### config.mk
export PLATFORM = sky130hd
export DESIGN_NAME = accel_offset_calibrate_scale_flat
export DESIGN_NICKNAME = d
export VERILOG_FILES = /design/src/sv/aocs_pkg.sv /design/src/sv/aocs_if.sv /design/src/sv/accel_offset_calibrate_scale.sv /design/src/sv/aocs_ctrl.sv /design/src/sv/aocs_dp.sv /design/src/flat_wrapper.sv
export SDC_FILE = /design/constraint.sdc
export NUM_CORES = 2
export LEC_CHECK = 0
export ABC_AREA = 1
export CELL_PAD_IN_SITES_DETAIL_PLACEMENT = 1
export CELL_PAD_IN_SITES_GLOBAL_PLACEMENT = 1
export CORE_UTILIZATION = 45
export DETAILED_ROUTE_END_ITERATION = 10
export DONT_BUFFER_PORTS = 1
export GPL_TIMING_DRIVEN = 0
export PLACE_DENSITY_LB_ADDON = 0.1
export SETUP_SLACK_MARGIN = 0.5
export SYNTH_ARGS = -nofsm -noshare
export SYNTH_HDL_FRONTEND = slang
export SYNTH_SLANG_ARGS = --single-unit
### constraint.sdc
create_clock -name clk -period 5.8 [get_ports clk]
set_input_delay 1.16 -clock clk [delete_from_list [all_inputs] [get_ports clk]]
set_output_delay 1.16 -clock clk [all_outputs]
set_load 0.05 [all_outputs]
### src/sv/aocs_pkg.sv
`default_nettype none
// ----------------------------------------------------------------------------
// aocs_pkg: shared types and constants
// Field widths, register indexes, sensitivity tables and the control and
// status structs passed between the controller and the datapath.
// ----------------------------------------------------------------------------
package aocs_pkg;

	// field widths
	localparam int RAW_W   = 16;
	localparam int OUT_W   = 24;
	localparam int CNT_W   = 13;
	localparam int SUM_W   = 29;
	localparam int OFF_W   = 18;
	localparam int SH_W    = 14;
	localparam int SENS_W  = 15;
	localparam int ONEG_W  = 11;
	localparam int SHAMT_W = 4;
	localparam int PROD_W  = SH_W + SENS_W + 1;
	localparam int MODE_W  = 2;
	localparam int FS_W    = 2;
	localparam int CFG_IDX_W  = 2;
	localparam int CFG_DATA_W = CNT_W;
	localparam int AXES    = 3;
	localparam int AXIS_Z  = 2;

	// divider runs one quotient bit per cycle over the full sum width
	localparam int DIV_STEP_W = $clog2(SUM_W);

	localparam int DISCARD_COUNT_DEF = 50;

	// reset values of the registers
	localparam logic [MODE_W-1:0] POWER_MODE_RST    = '0;
	localparam logic [FS_W-1:0]   FULL_SCALE_RST    = '0;
	localparam logic [CNT_W-1:0]  AVERAGE_COUNT_RST = CNT_W'(200);

	// register indexes
	localparam logic [CFG_IDX_W-1:0] REG_POWER_MODE    = 2'd0;
	localparam logic [CFG_IDX_W-1:0] REG_FULL_SCALE    = 2'd1;
	localparam logic [CFG_IDX_W-1:0] REG_AVERAGE_COUNT = 2'd2;

	// sensitivity in 0.01 mg/LSB, row = power mode, column = full scale;
	// the reserved mode repeats low power
	localparam logic [SENS_W-1:0] SENS_TAB [4][4] = '{
		'{15'd390,  15'd782,  15'd1563, 15'd4690},
		'{15'd98,   15'd195,  15'd390,  15'd1172},
		'{15'd1563, 15'd3126, 15'd6252, 15'd18758},
		'{15'd1563, 15'd3126, 15'd6252, 15'd18758}
	};

	// counts per g, before the mode shift
	localparam logic [ONEG_W-1:0] ONEG_TAB [4][4] = '{
		'{11'd256,  11'd128, 11'd64,  11'd21},
		'{11'd1020, 11'd513, 11'd256, 11'd85},
		'{11'd64,   11'd32,  11'd16,  11'd5},
		'{11'd64,   11'd32,  11'd16,  11'd5}
	};

	localparam logic [SHAMT_W-1:0] SHIFT_TAB [4] = '{4'd6, 4'd4, 4'd8, 4'd8};

	// controller to datapath
	typedef struct packed {
		logic restart;
		logic sign_load;
		logic cnt_inc;
		logic cnt_clear;
		logic acc_add;
		logic div_start;
		logic div_step;
		logic off_load;
		logic conv_load;
		logic out_load;
	} dp_cmd_t;

	// datapath to controller
	typedef struct packed {
		logic disc_done;
		logic acc_done;
	} dp_sts_t;

endpackage

`default_nettype wire

### src/sv/aocs_if.sv
`default_nettype none
// ----------------------------------------------------------------------------
// aocs_in_if / aocs_out_if: sample and result channels
// Valid/ready channels; a transfer happens on a clock edge with both high.
// ----------------------------------------------------------------------------
interface aocs_in_if;
	import aocs_pkg::*;

	logic                    valid;
	logic                    ready;
	logic                    req_type;
	logic signed [RAW_W-1:0] raw_x;
	logic signed [RAW_W-1:0] raw_y;
	logic signed [RAW_W-1:0] raw_z;

	modport source (output valid, req_type, raw_x, raw_y, raw_z, input ready);
	modport sink   (input valid, req_type, raw_x, raw_y, raw_z, output ready);
endinterface

interface aocs_out_if;
	import aocs_pkg::*;

	logic                    valid;
	logic                    ready;
	logic signed [OUT_W-1:0] accel_x;
	logic signed [OUT_W-1:0] accel_y;
	logic signed [OUT_W-1:0] accel_z;

	modport source (output valid, accel_x, accel_y, accel_z, input ready);
	modport sink   (input valid, accel_x, accel_y, accel_z, output ready);
endinterface

`default_nettype wire

### src/sv/accel_offset_calibrate_scale.sv
`default_nettype none
// ----------------------------------------------------------------------------
// accel_offset_calibrate_scale: accelerometer offset calibration and scaling
// Raw XYZ samples come in on the samples channel; calibrated readings in
// units of 0.01 mg leave on the results channel.
// ----------------------------------------------------------------------------
// Usage:
//  - samples: valid/ready, req_type 1 restarts calibration, 0 carries a
//    raw reading. results: valid/ready, one item per calibrated sample.
//  - The user must write registers power_mode, full_scale, average_count
//    via cfg_we/cfg_idx/cfg_data only while the block is idle; not enforced.
//  - After reset or a restart the first sample fixes the Z sign, the next
//    DISCARD_COUNT samples are dropped and the next average_count are
//    summed; none of these gives a result.
//  - After the last summed sample the input is held off while the bit-serial
//    divider (one quotient bit per cycle over the 29-bit sum) forms the
//    averages and the offsets are loaded.
//  - Calibrated samples: the subtract/shift stage loads on the transfer
//    edge, then the multiply loads the output register once that register
//    is free or emptying, which sets result valid; no new sample is taken
//    before that load, as the controller alternates RUN and MUL steps.
//  - A stalled receiver holds the result register; one more sample is
//    still taken and waits in the shift stage until the register frees.
//  - Reset clears calibration and restores the register defaults; the
//    offsets read as zero until a calibration completes.
// ----------------------------------------------------------------------------
module accel_offset_calibrate_scale
	import aocs_pkg::*;
#(
	parameter int DISCARD_COUNT = DISCARD_COUNT_DEF
) (
	input  wire logic                  clk,
	input  wire logic                  arst_n,
	input  wire logic                  cfg_we,
	input  wire logic [CFG_IDX_W-1:0]  cfg_idx,
	input  wire logic [CFG_DATA_W-1:0] cfg_data,
	aocs_in_if.sink                    samples,
	aocs_out_if.source                 results
);

	dp_cmd_t cmd;
	dp_sts_t sts;

	aocs_ctrl #(
		.DISCARD_COUNT(DISCARD_COUNT)
	) u_ctrl (
		.clk      (clk),
		.arst_n   (arst_n),
		.in_valid (samples.valid),
		.in_req   (samples.req_type),
		.in_ready (samples.ready),
		.out_valid(results.valid),
		.out_ready(results.ready),
		.cmd      (cmd),
		.sts      (sts)
	);

	aocs_dp #(
		.DISCARD_COUNT(DISCARD_COUNT)
	) u_dp (
		.clk     (clk),
		.arst_n  (arst_n),
		.cfg_we  (cfg_we),
		.cfg_idx (cfg_idx),
		.cfg_data(cfg_data),
		.raw_x   (samples.raw_x),
		.raw_y   (samples.raw_y),
		.raw_z   (samples.raw_z),
		.cmd     (cmd),
		.sts     (sts),
		.accel_x (results.accel_x),
		.accel_y (results.accel_y),
		.accel_z (results.accel_z)
	);

endmodule

`default_nettype wire

### src/sv/aocs_ctrl.sv
`default_nettype none
// ----------------------------------------------------------------------------
// aocs_ctrl: calibration and conversion sequencer
// Walks sign capture, discard, accumulation, offset division and the
// calibrated conversion loop; owns the input ready and the output valid.
// ----------------------------------------------------------------------------
module aocs_ctrl
	import aocs_pkg::*;
#(
	parameter int DISCARD_COUNT = DISCARD_COUNT_DEF
) (
	input  wire logic    clk,
	input  wire logic    arst_n,
	input  wire logic    in_valid,
	input  wire logic    in_req,
	output logic         in_ready,
	output logic         out_valid,
	input  wire logic    out_ready,
	output dp_cmd_t      cmd,
	input  wire dp_sts_t sts
);

	typedef enum logic [7:0] {
		ST_SIGN     = 8'b0000_0001,
		ST_DISCARD  = 8'b0000_0010,
		ST_ACCUM    = 8'b0000_0100,
		ST_DIV_LOAD = 8'b0000_1000,
		ST_DIVIDE   = 8'b0001_0000,
		ST_OFFSET   = 8'b0010_0000,
		ST_RUN      = 8'b0100_0000,
		ST_MUL      = 8'b1000_0000
	} state_t;

	localparam logic [DIV_STEP_W-1:0] DIV_LAST = DIV_STEP_W'(SUM_W - 1);

	state_t                state_q, state_nx;
	logic [DIV_STEP_W-1:0] step_q;
	logic                  out_valid_q;
	logic                  xfer;

	assign xfer      = in_valid && in_ready;
	assign out_valid = out_valid_q;

	// next state and datapath commands
	always_comb begin
		state_nx = state_q;
		cmd      = '0;
		in_ready = 1'b0;
		unique case (state_q)
			ST_SIGN, ST_DISCARD, ST_ACCUM, ST_RUN: begin
				in_ready = 1'b1;
				if (xfer && in_req) begin
					cmd.restart = 1'b1;
					state_nx    = ST_SIGN;
				end else if (xfer) begin
					unique case (state_q)
						ST_SIGN: begin
							cmd.sign_load = 1'b1;
							state_nx = (DISCARD_COUNT == 0) ? ST_ACCUM : ST_DISCARD;
						end
						ST_DISCARD: begin
							cmd.cnt_inc = 1'b1;
							if (sts.disc_done) begin
								cmd.cnt_clear = 1'b1;
								state_nx      = ST_ACCUM;
							end
						end
						ST_ACCUM: begin
							cmd.cnt_inc = 1'b1;
							cmd.acc_add = 1'b1;
							if (sts.acc_done) begin
								state_nx = ST_DIV_LOAD;
							end
						end
						default: begin
							cmd.conv_load = 1'b1;
							state_nx      = ST_MUL;
						end
					endcase
				end
			end
			ST_DIV_LOAD: begin
				cmd.div_start = 1'b1;
				state_nx      = ST_DIVIDE;
			end
			ST_DIVIDE: begin
				cmd.div_step = 1'b1;
				if (step_q == DIV_LAST) begin
					state_nx = ST_OFFSET;
				end
			end
			ST_OFFSET: begin
				cmd.off_load = 1'b1;
				state_nx     = ST_RUN;
			end
			ST_MUL: begin
				// result register must be free or emptying this cycle
				if (!out_valid_q || out_ready) begin
					cmd.out_load = 1'b1;
					state_nx     = ST_RUN;
				end
			end
			default: begin
				state_nx = ST_SIGN;
			end
		endcase
	end

	// state, divider step count, result valid
	always_ff @(posedge clk or negedge arst_n) begin
		if (!arst_n) begin
			state_q     <= ST_SIGN;
			step_q      <= '0;
			out_valid_q <= 1'b0;
		end else begin
			state_q <= state_nx;
			if (cmd.div_start) begin
				step_q <= '0;
			end else if (cmd.div_step) begin
				step_q <= step_q + 1'b1;
			end
			if (cmd.out_load) begin
				out_valid_q <= 1'b1;
			end else if (out_ready) begin
				out_valid_q <= 1'b0;
			end
		end
	end

`ifndef SYNTHESIS
	// the divider finishes after exactly one pass over the sum width
	a_div_len: assert property (@(posedge clk) disable iff (!arst_n)
		(state_q == ST_DIVIDE && step_q == DIV_LAST) |=> state_q == ST_OFFSET)
		else $error("divider did not hand over to offset load");

	// a pending result is never overwritten
	a_no_overwrite: assert property (@(posedge clk) disable iff (!arst_n)
		cmd.out_load |-> (!out_valid_q || out_ready))
		else $error("result register overwritten while stalled");

	// a taken result with nothing behind it clears valid
	a_valid_drop: assert property (@(posedge clk) disable iff (!arst_n)
		(out_valid_q && out_ready && !cmd.out_load) |=> !out_valid_q)
		else $error("result valid held after transfer");

	// no sample is taken while the offsets are being worked out
	a_no_accept_div: assert property (@(posedge clk) disable iff (!arst_n)
		(state_q == ST_DIVIDE || state_q == ST_DIV_LOAD || state_q == ST_OFFSET)
		|-> !cmd.conv_load && !cmd.acc_add)
		else $error("sample taken during offset division");
`endif

endmodule

`default_nettype wire

### src/sv/aocs_dp.sv
`default_nettype none
// ----------------------------------------------------------------------------
// aocs_dp: calibration and scaling datapath
// Configuration registers, sample counter, per-axis sums, a bit-serial
// restoring divider for the averages, offsets, and the subtract, shift
// and sensitivity multiply of the conversion path.
// ----------------------------------------------------------------------------
module aocs_dp
	import aocs_pkg::*;
#(
	parameter int DISCARD_COUNT = DISCARD_COUNT_DEF
) (
	input  wire logic                    clk,
	input  wire logic                    arst_n,
	input  wire logic                    cfg_we,
	input  wire logic [CFG_IDX_W-1:0]    cfg_idx,
	input  wire logic [CFG_DATA_W-1:0]   cfg_data,
	input  wire logic signed [RAW_W-1:0] raw_x,
	input  wire logic signed [RAW_W-1:0] raw_y,
	input  wire logic signed [RAW_W-1:0] raw_z,
	input  wire dp_cmd_t                 cmd,
	output dp_sts_t                      sts,
	output logic signed [OUT_W-1:0]      accel_x,
	output logic signed [OUT_W-1:0]      accel_y,
	output logic signed [OUT_W-1:0]      accel_z
);

	// configuration
	logic [MODE_W-1:0] pm_q;
	logic [FS_W-1:0]   fs_q;
	logic [CNT_W-1:0]  avg_q;

	// calibration state
	logic [CNT_W-1:0]        cnt_q;
	logic                    z_neg_q;
	logic signed [SUM_W-1:0] sum_q  [AXES];
	logic signed [OFF_W-1:0] off_q  [AXES];
	logic [SUM_W-1:0]        mag_q  [AXES];
	logic [CNT_W-1:0]        rem_q  [AXES];
	logic                    neg_q  [AXES];

	// conversion stages
	logic signed [SH_W-1:0]  sh_s1  [AXES];
	logic signed [OUT_W-1:0] acc_q  [AXES];

	// combinational
	logic signed [RAW_W-1:0]  raw     [AXES];
	logic [CNT_W-1:0]         cnt_nx;
	logic [CNT_W-1:0]         target;
	logic [CNT_W:0]           trial   [AXES];
	logic [CNT_W:0]           trial_d [AXES];
	logic                     trial_ge[AXES];
	logic [OFF_W-1:0]         quo     [AXES];
	logic signed [OFF_W-1:0]  quo_s   [AXES];
	logic signed [OFF_W-1:0]  exp_lane[AXES];
	logic signed [OFF_W:0]    diff    [AXES];
	logic signed [OFF_W:0]    diff_sh [AXES];
	logic signed [PROD_W-1:0] prod    [AXES];
	logic [SHAMT_W-1:0]       shamt;
	logic [SENS_W-1:0]        sens;
	logic [OFF_W-1:0]         exp_mag;

	assign raw[0] = raw_x;
	assign raw[1] = raw_y;
	assign raw[2] = raw_z;

	assign shamt   = SHIFT_TAB[pm_q];
	assign sens    = SENS_TAB[pm_q][fs_q];
	assign exp_mag = OFF_W'(ONEG_TAB[pm_q][fs_q]) << shamt;

	// counter compares; a zero average count acts as one
	assign cnt_nx        = cnt_q + CNT_W'(1);
	assign target        = (avg_q == '0) ? CNT_W'(1) : avg_q;
	assign sts.disc_done = cnt_nx >= CNT_W'(DISCARD_COUNT);
	assign sts.acc_done  = cnt_nx >= target;

	// per-axis divider step, offset and conversion arithmetic
	always_comb begin
		for (int i = 0; i < AXES; i++) begin
			trial[i]    = {rem_q[i], mag_q[i][SUM_W-1]};
			trial_d[i]  = trial[i] - {1'b0, cnt_q};
			trial_ge[i] = trial[i] >= {1'b0, cnt_q};
			quo[i]      = mag_q[i][OFF_W-1:0];
			quo_s[i]    = neg_q[i] ? -$signed(quo[i]) : $signed(quo[i]);
			exp_lane[i] = '0;
			diff[i]     = (OFF_W+1)'(raw[i]) - (OFF_W+1)'(off_q[i]);
			diff_sh[i]  = diff[i] >>> shamt;
			prod[i]     = sh_s1[i] * $signed({1'b0, sens});
		end
		// flat reading: one g on Z with the captured sign
		exp_lane[AXIS_Z] = z_neg_q ? -$signed(exp_mag) : $signed(exp_mag);
	end

	// configuration writes
	always_ff @(posedge clk or negedge arst_n) begin
		if (!arst_n) begin
			pm_q  <= POWER_MODE_RST;
			fs_q  <= FULL_SCALE_RST;
			avg_q <= AVERAGE_COUNT_RST;
		end else if (cfg_we) begin
			unique case (cfg_idx)
				REG_POWER_MODE:    pm_q  <= cfg_data[MODE_W-1:0];
				REG_FULL_SCALE:    fs_q  <= cfg_data[FS_W-1:0];
				REG_AVERAGE_COUNT: avg_q <= cfg_data;
				default: ;
			endcase
		end
	end

	// sample counter and Z sign
	always_ff @(posedge clk or negedge arst_n) begin
		if (!arst_n) begin
			cnt_q   <= '0;
			z_neg_q <= 1'b0;
		end else begin
			if (cmd.restart || cmd.sign_load || cmd.cnt_clear) begin
				cnt_q <= '0;
			end else if (cmd.cnt_inc) begin
				cnt_q <= cnt_nx;
			end
			if (cmd.restart) begin
				z_neg_q <= 1'b0;
			end else if (cmd.sign_load) begin
				z_neg_q <= raw[AXIS_Z][RAW_W-1];
			end
		end
	end

	// sums, divider and offsets
	always_ff @(posedge clk or negedge arst_n) begin
		if (!arst_n) begin
			for (int i = 0; i < AXES; i++) begin
				sum_q[i] <= '0;
				off_q[i] <= '0;
			end
		end else begin
			for (int i = 0; i < AXES; i++) begin
				if (cmd.restart || cmd.sign_load) begin
					sum_q[i] <= '0;
				end else if (cmd.acc_add) begin
					sum_q[i] <= sum_q[i] + SUM_W'(raw[i]);
				end
				if (cmd.off_load) begin
					off_q[i] <= quo_s[i] - exp_lane[i];
				end
			end
		end
	end

	// restoring divide on magnitudes, quotient shifts into mag_q
	always_ff @(posedge clk) begin
		for (int i = 0; i < AXES; i++) begin
			if (cmd.div_start) begin
				neg_q[i] <= sum_q[i][SUM_W-1];
				mag_q[i] <= sum_q[i][SUM_W-1] ? SUM_W'(-sum_q[i]) : SUM_W'(sum_q[i]);
				rem_q[i] <= '0;
			end else if (cmd.div_step) begin
				mag_q[i] <= {mag_q[i][SUM_W-2:0], trial_ge[i]};
				rem_q[i] <= trial_ge[i] ? trial_d[i][CNT_W-1:0] : trial[i][CNT_W-1:0];
			end
		end
	end

	// conversion: subtract and shift, then multiply into the result register
	always_ff @(posedge clk) begin
		for (int i = 0; i < AXES; i++) begin
			if (cmd.conv_load) begin
				sh_s1[i] <= diff_sh[i][SH_W-1:0];
			end
			if (cmd.out_load) begin
				acc_q[i] <= prod[i][OUT_W-1:0];
			end
		end
	end

	assign accel_x = acc_q[0];
	assign accel_y = acc_q[1];
	assign accel_z = acc_q[2];

endmodule

`default_nettype wire
### src/flat_wrapper.sv
// flat-port wrapper written by rule: the top's interface ports become plain ports
module accel_offset_calibrate_scale_flat import aocs_pkg::*;
#(
	parameter int DISCARD_COUNT = DISCARD_COUNT_DEF
)
  (clk, arst_n, cfg_we, cfg_idx, cfg_data, samples_valid, samples_req_type, samples_raw_x, samples_raw_y, samples_raw_z, samples_ready, results_valid, results_accel_x, results_accel_y, results_accel_z, results_ready);
  aocs_in_if samples_i ();
  aocs_out_if results_i ();
  input  wire logic clk;
  input  wire logic arst_n;
  input  wire logic cfg_we;
  input  wire logic [CFG_IDX_W-1:0] cfg_idx;
  input  wire logic [CFG_DATA_W-1:0] cfg_data;
  input wire logic [$bits(samples_i.valid)-1:0] samples_valid;
  input wire logic [$bits(samples_i.req_type)-1:0] samples_req_type;
  input wire logic [$bits(samples_i.raw_x)-1:0] samples_raw_x;
  input wire logic [$bits(samples_i.raw_y)-1:0] samples_raw_y;
  input wire logic [$bits(samples_i.raw_z)-1:0] samples_raw_z;
  output wire logic [$bits(samples_i.ready)-1:0] samples_ready;
  output wire logic [$bits(results_i.valid)-1:0] results_valid;
  output wire logic [$bits(results_i.accel_x)-1:0] results_accel_x;
  output wire logic [$bits(results_i.accel_y)-1:0] results_accel_y;
  output wire logic [$bits(results_i.accel_z)-1:0] results_accel_z;
  input wire logic [$bits(results_i.ready)-1:0] results_ready;
  assign samples_i.valid = samples_valid;
  assign samples_i.req_type = samples_req_type;
  assign samples_i.raw_x = samples_raw_x;
  assign samples_i.raw_y = samples_raw_y;
  assign samples_i.raw_z = samples_raw_z;
  assign samples_ready = samples_i.ready;
  assign results_valid = results_i.valid;
  assign results_accel_x = results_i.accel_x;
  assign results_accel_y = results_i.accel_y;
  assign results_accel_z = results_i.accel_z;
  assign results_i.ready = results_ready;
  accel_offset_calibrate_scale #(.DISCARD_COUNT(DISCARD_COUNT)) u_core (.clk(clk), .arst_n(arst_n), .cfg_we(cfg_we), .cfg_idx(cfg_idx), .cfg_data(cfg_data), .samples(samples_i), .results(results_i));
endmodule
# ---- Word level (Yosys, flattened, before mapping)
# Memory sizes are Yosys's and may differ from the RTL's.
# Index checks and enable logic that the tools add are counted.
dict set report classes {
  magnitude_cmp 7
  n_mux 82
  mul 3
  bitwise_logic 8
  add_sub_neg 19
  shifts 4
  reduce_logical 20
  eq_ne 16
}
# operator count
set ops {}
lappend ops {{$mux W29} 12}
lappend ops {{$bmux W60 S2} 1}
lappend ops {{$mux W60} 2}
lappend ops {{$mux W13} 9}
lappend ops {{$bmux W44 S2} 1}
lappend ops {{$mux W44} 2}
lappend ops {{$add A29 B16 Y29} 3}
lappend ops {{$neg A29 Y29} 3}
lappend ops {{$mul A14 B16 Y24} 3}
lappend ops {{$mux W18} 4}
lappend ops {{$neg A18 Y18} 4}
lappend ops {{$sshr A19 B4 Y14} 3}
lappend ops {{$sub A16 B18 Y19} 3}
lappend ops {{$mux W8} 6}
lappend ops {{$ge A14 B13 Y1} 3}
lappend ops {{$pmux W8 S5} 1}
lappend ops {{$sub A13 B13 Y13} 3}
lappend ops {{$bmux W15 S2} 1}
lappend ops {{$mux W15} 2}
lappend ops {{$mux W1} 29}
lappend ops {{$pmux W8 S3} 1}
lappend ops {{$bmux W11 S2} 1}
lappend ops {{$mux W11} 2}
lappend ops {{$shl A11 B4 Y18} 1}
lappend ops {{36 further kinds} 59}
dict set report word_totals {
  output_inout_bits 74
  mem_bits_rw 243
  memories 5
  inputBits 69
  wordCells 178
  regBits 186
}
# name depth word_bits rd rd_clocked_by_memory_dff wr line_no
set mem_list {}
lappend mem_list {u_core.u_dp.mag_q 3 29 3 0 3 aocs_dp.sv:38} ;# logic [SUM_W-1:0] mag_q [AXES];
lappend mem_list {u_core.u_dp.acc_q 3 24 3 0 3 aocs_dp.sv:44} ;# logic signed [OUT_W-1:0] acc_q [AXES];
lappend mem_list {u_core.u_dp.sh_s1 3 14 3 0 3 aocs_dp.sv:43} ;# logic signed [SH_W-1:0] sh_s1 [AXES];
lappend mem_list {u_core.u_dp.rem_q 3 13 3 0 3 aocs_dp.sv:39} ;# logic [CNT_W-1:0] rem_q [AXES];
lappend mem_list {u_core.u_dp.neg_q 3 1 3 0 3 aocs_dp.sv:40} ;# logic neg_q [AXES];

# ---- Longest topological paths before layout
dict set report logic_depth {
  ltp_word 11
  ltp_mapped 34
  mapped_depth_nobuf 32
}

# ---- Hierarchy
# From an unflattened synthesis, not the netlist that was laid out.
dict set report unflattened {
  cells_unflattened 6927
  hier_area_um2 51181.6
}
# module seq_area_each_um2 cells_per_inst instances area_each_um2
set modules_own_cells {}
lappend modules_own_cells {aocs_dp 11604.9 6786 1 50165.6}
lappend modules_own_cells {aocs_ctrl 351.6 141 1 1016.0}

# ---- Worst setup path before layout
# OpenSTA, ideal clock, no wires.
dict set report synth_timing {
  kind {register -> register}
  start {register u_core.u_dp.pm_q[1]}
  end {memory u_core.u_dp.acc_q[1][16] (netlist: u_core.u_dp.acc_q[0][40]) (data pin)}
  setup_slack_ns -0.553
  t_arrival_ns 6.098
  period_less_slack_ns 6.353
  setup_ns 0.255
  required_ns 5.545
  path_buffers 2
  path_stages_with_launch 31
  path_cell_list {dfrtp_1 > buf_2 > inv_2 > nand2_1 > nor2_1 > a21oi_1 > nand2_1 > nand2_1 > clkbuf_1 > nor2_1 > fa_1 > inv_1 > fa_1 > inv_1 > fa_1 > inv_1 > fa_1 > inv_1 > fa_1 > inv_1 > fa_1 > inv_1 > ha_1 > nand2_1 > or2_2 > nand3_1 > a21boi_0 > o21ai_0 > nand2_1 > nand3_1 > nand2_1}
}
# item line_no
set synth_rtl {}
lappend synth_rtl {{start: declaration} aocs_dp.sv:29} ;# logic [MODE_W-1:0] pm_q;
lappend synth_rtl {{start signal: assignment} aocs_dp.sv:102} ;# REG_POWER_MODE: pm_q <= cfg_data[MODE_W-1:0];
lappend synth_rtl {{end: declaration} aocs_dp.sv:44}

==> flow_metrics.py <==
metrics = {
    "run_status": {
        "status": "complete, but fails checks",
        "failed_checks": "negative setup slack",
    },
    "floorplan": {
        "ioPinCount": 143,
        "placementRows": 122,
        "initial_utilization_pct": 45.5,
        "die_h_um": 337,
        "core_area_sq_um": 111000,
        "fp.dieArea_sq_um": 113000,
        "dieWidth_um": 337,
    },
    "drt": {
        "finalWirelength_um": 188000,
        "detail_route.drc_violations": 0,
        "drt-initial-drc-count": 2730,
        "detailed_route_wire_length_per_cell_um": 22.2,
        "avgViaCountPerCell": 5.59,
        "drtAntennaViolNets": 0,
        "drt-pass1-iter-count": 5,
        "num_vias": 47300,
    },
    "synth": {
        "post_synth_instance_area_sq_um": 50500,
        "post_synth_most_frequent_cells": "nand2_1, inv_1, nor2_1",
        "netlist.area_leader.share_pct": 16.7,
        "yosysWarningCount": 0,
        "ys.flop_type": "edfxtp_1",
        "synth.largest_area_cell": "fa_1",
        "async_reset_ff_share_pct": 43.4,
        "ys_seq_elements": 429,
        "mapped_cells": 6689,
        "seq_area_frac_synth_pct": 23.7,
        "synth_top_cells_by_area": "fa_1, edfxtp_1, ha_1, nand2_1, dfrtp_1",
        "syn_area_per_cell_sq_um": 7.54,
        "post_synth_num_cell_types": 57,
        "synth_enable_flop_cells": 243,
        "yosys.cell_count.top_type": "nand2_1",
    },
    "final_layout": {
        "final.fill_count": 13600,
        "multi_input_comb_area_sq_um": 36100,
        "layout.cell_area.non_filler_sq_um": 58800,
        "drive_gt1_share_pct": 11.0,
        "final_cells": 8458,
        "layout.nets": 7878,
        "area.sequential_sq_um": 12000,
        "flow.area_growth_from_synthesis_pct": 16.6,
    },
    "global_route": {
        "global_route_wire_length_before_repair_um": 284000,
        "antenna_found_initial": 4,
        "grt_max_degree": 187,
        "first_global_vias": 49600,
        "gr-total-overflow": 0,
        "grt_usage_pct": 32.5,
    },
    "clocking": {
        "numCtsBuffers": 56,
        "cts_max_level": 2,
        "tritoncts_num_sinks": 429,
        "cts_root_buf": "clkbuf_16",
        "clk_path_buf_depth": 3,
        "clk_pin_slew_worst_paths_ns": 0.07,
        "tritoncts": "built",
        "clock_insertion_delay_worst_skew_ns": 0.71,
    },
    "placed_design": {
        "placedCellCount": 8183,
        "number_of_buffer_cells_added_on_primary_ports": 0,
        "detailed_place.area_sq_um": 53300,
        "weighted_congestion_reported_at_the_end_of_routability_driven_placement": 0.940,
        "post-dp-hpwl_um": 145000,
    },
    "setup_path": {
        "cp.required_ns": 6.22,
        "arrival_ns": 6.87,
        "crit_slowest_cell": "fa_1",
        "worst_setup_path_category": "reg -> reg",
        "critical_path_peak_fanout": 5,
        "rr_endpoint": "u_core.u_dp.acc_q[0][40]$_DFFE_PP_",
        "timing.reg2reg.setup_slack_ns": -0.65,
        "crit_top_cell": "inv_2",
        "reg2reg_from": "u_core.u_dp.fs_q[1]$_DFFE_PN0P_",
        "rr_worst_depth": 31,
        "critical-path-max-stage-delay_ns": 0.52,
        "setup.worst_path.end_class": "flop",
        "start_kind": "flop",
    },
    "sta": {
        "min_period_over_period_pct": 111,
        "report.final.setup_viol": 44,
        "rsz_0062_raised_after_global_routing": "yes",
        "maxSlewViolCount": 0,
        "period_needed_ns": 6.45,
        "timing_worst_slew_pin_value_ns": 1.19,
        "timing.clock.skew_ns": 0.0349,
        "timing.final.ws_setup_ns": -0.648,
        "slew-limit-headroom_pct": 19.6,
        "final_hold_viol_count": 0,
        "clock.fmax_mhz": 155,
    },
    "job": {
        "cap_viol_max_count": 0,
    },
    "hold_path": {
        "worstHoldPathType": "in -> async",
    },
}
-- state kept, by name (all words and copies together) (netlist names), 13 cells and up --
signal / count
u_core.u_dp.sum_q: 87
u_core.u_dp.avg_q: 13
u_core.u_dp.mag_q: 87
u_core.u_dp.sh_s1: 42
u_core.u_dp.off_q: 54
u_core.u_dp.cnt_q: 13
u_core.u_dp.rem_q: 39
u_core.u_dp.acc_q: 72
-- how the worst max path moves through the flow --
stage,startpoint,cells past startpoint,endpoint
after detailed placement,u_core.u_dp.pm_q[0]$_DFFE_PN0P_,31,u_core.u_dp.acc_q[0][68]$_DFFE_PP_
after global routing,u_core.u_dp.fs_q[1]$_DFFE_PN0P_,30,u_core.u_dp.acc_q[0][44]$_DFFE_PP_
final,u_core.u_dp.fs_q[1]$_DFFE_PN0P_,31,u_core.u_dp.acc_q[0][40]$_DFFE_PP_
after floorplan,u_core.u_dp.pm_q[1]$_DFFE_PN0P_,33,u_core.u_dp.acc_q[0][68]$_DFFE_PP_
after CTS,u_core.u_dp.pm_q[1]$_DFFE_PN0P_,30,u_core.u_dp.acc_q[0][44]$_DFFE_PP_
after global placement,u_core.u_dp.pm_q[0]$_DFFE_PN0P_,31,u_core.u_dp.acc_q[0][68]$_DFFE_PP_
-- cell usage in the layout (no fill, tap or decap), types with 44 or more instances in the layout --
cell	instances
inv_2	50
xnor2_1	81
nand2_1	1357
buf_4	148
xor2_1	172
nor3_1	62
dfrtp_1	179
o21ai_0	337
ha_1	417
nand4_1	88
nor2_1	860
nand3_1	325
clkbuf_16	74
edfxtp_1	243
fa_1	408
inv_1	988
clkbuf_1	82
ha_4	44
a21oi_1	310
-- per-stage QoR --
stage / hold WS (ns) / utilization, % / worst slack (ns) / setup TNS (ns)
floorplan: 0.449 / - / -0.0446 / -0.112
global placement: 0.468 / 48.0 / -1.41 / -127.03
detailed placement: 0.473 / 48.1 / -1.54 / -51.63
CTS: 0.131 / 51.9 / -0.397 / -10.84
global route: 0.152 / 53.0 / -0.840 / -25.41
finish: 0.175 / 53.0 / -0.648 / -17.99
-- cells by family (layout without fill, tap and decap cells) --
group / count (synthesis) / count (layout) / share of synthesized area [%]
adder cells (fa/ha/maj): 888 / 888 / 28.3
XOR/XNOR: 258 / 258 / 4.48
flip-flops: 429 / 429 / 23.7
AO/OA/AOI/OAI: 969 / 969 / 10.6
buffers and inverters: 1225 / 1502 / 9.24
AND/OR/NAND/NOR: 2918 / 2918 / 23.7
other: 2 / 6 / 0.0149
-- final cells by class --
cell class	count	area share, %
Clock buffer	66	2.53
Tap cell	1488	3.16
Clock inverter	40	0.836
Inverter	1062	6.95
Antenna cell	1	0.00425
Buffer	163	2.26
Timing Repair Buffer	171	2.58
Multi-Input combinational cell	5038	61.3
Sequential cell	429	20.3
-- timing repair --
action | in CTS | in global routing
endpoints found under the hold margin | 0 | 0
hold buffers | 0 | 0
resized for setup | 322 | 187
endpoints found under the setup margin | 57 | 53
buffers inserted | 105 | 61
cloned | 2 | 0
pin swaps | 109 | 95
-- layer usage --
layer	vias to the layer above	GRT usage, %	wire, um
met5	-	0	121
met4	18	14.5	9590
met3	463	4.35	9480
met2	1235	56.2	91600
met1	23600	40.1	76800
li1	22000	-	-
-- worst max-delay path, delay by kind of cell (launching register included) --
family                     cells  cell delay [ns]
and+or+nand+nor                9             0.84
DFF                            1             0.44
AOI/OAI and AO/OA              3             0.60
buffers and inverters         12             0.96
adders and majority gates      7             3.34
Power is not shown: default switching activity piles up to over one toggle a cycle in this logic, so the estimate is an artifact.
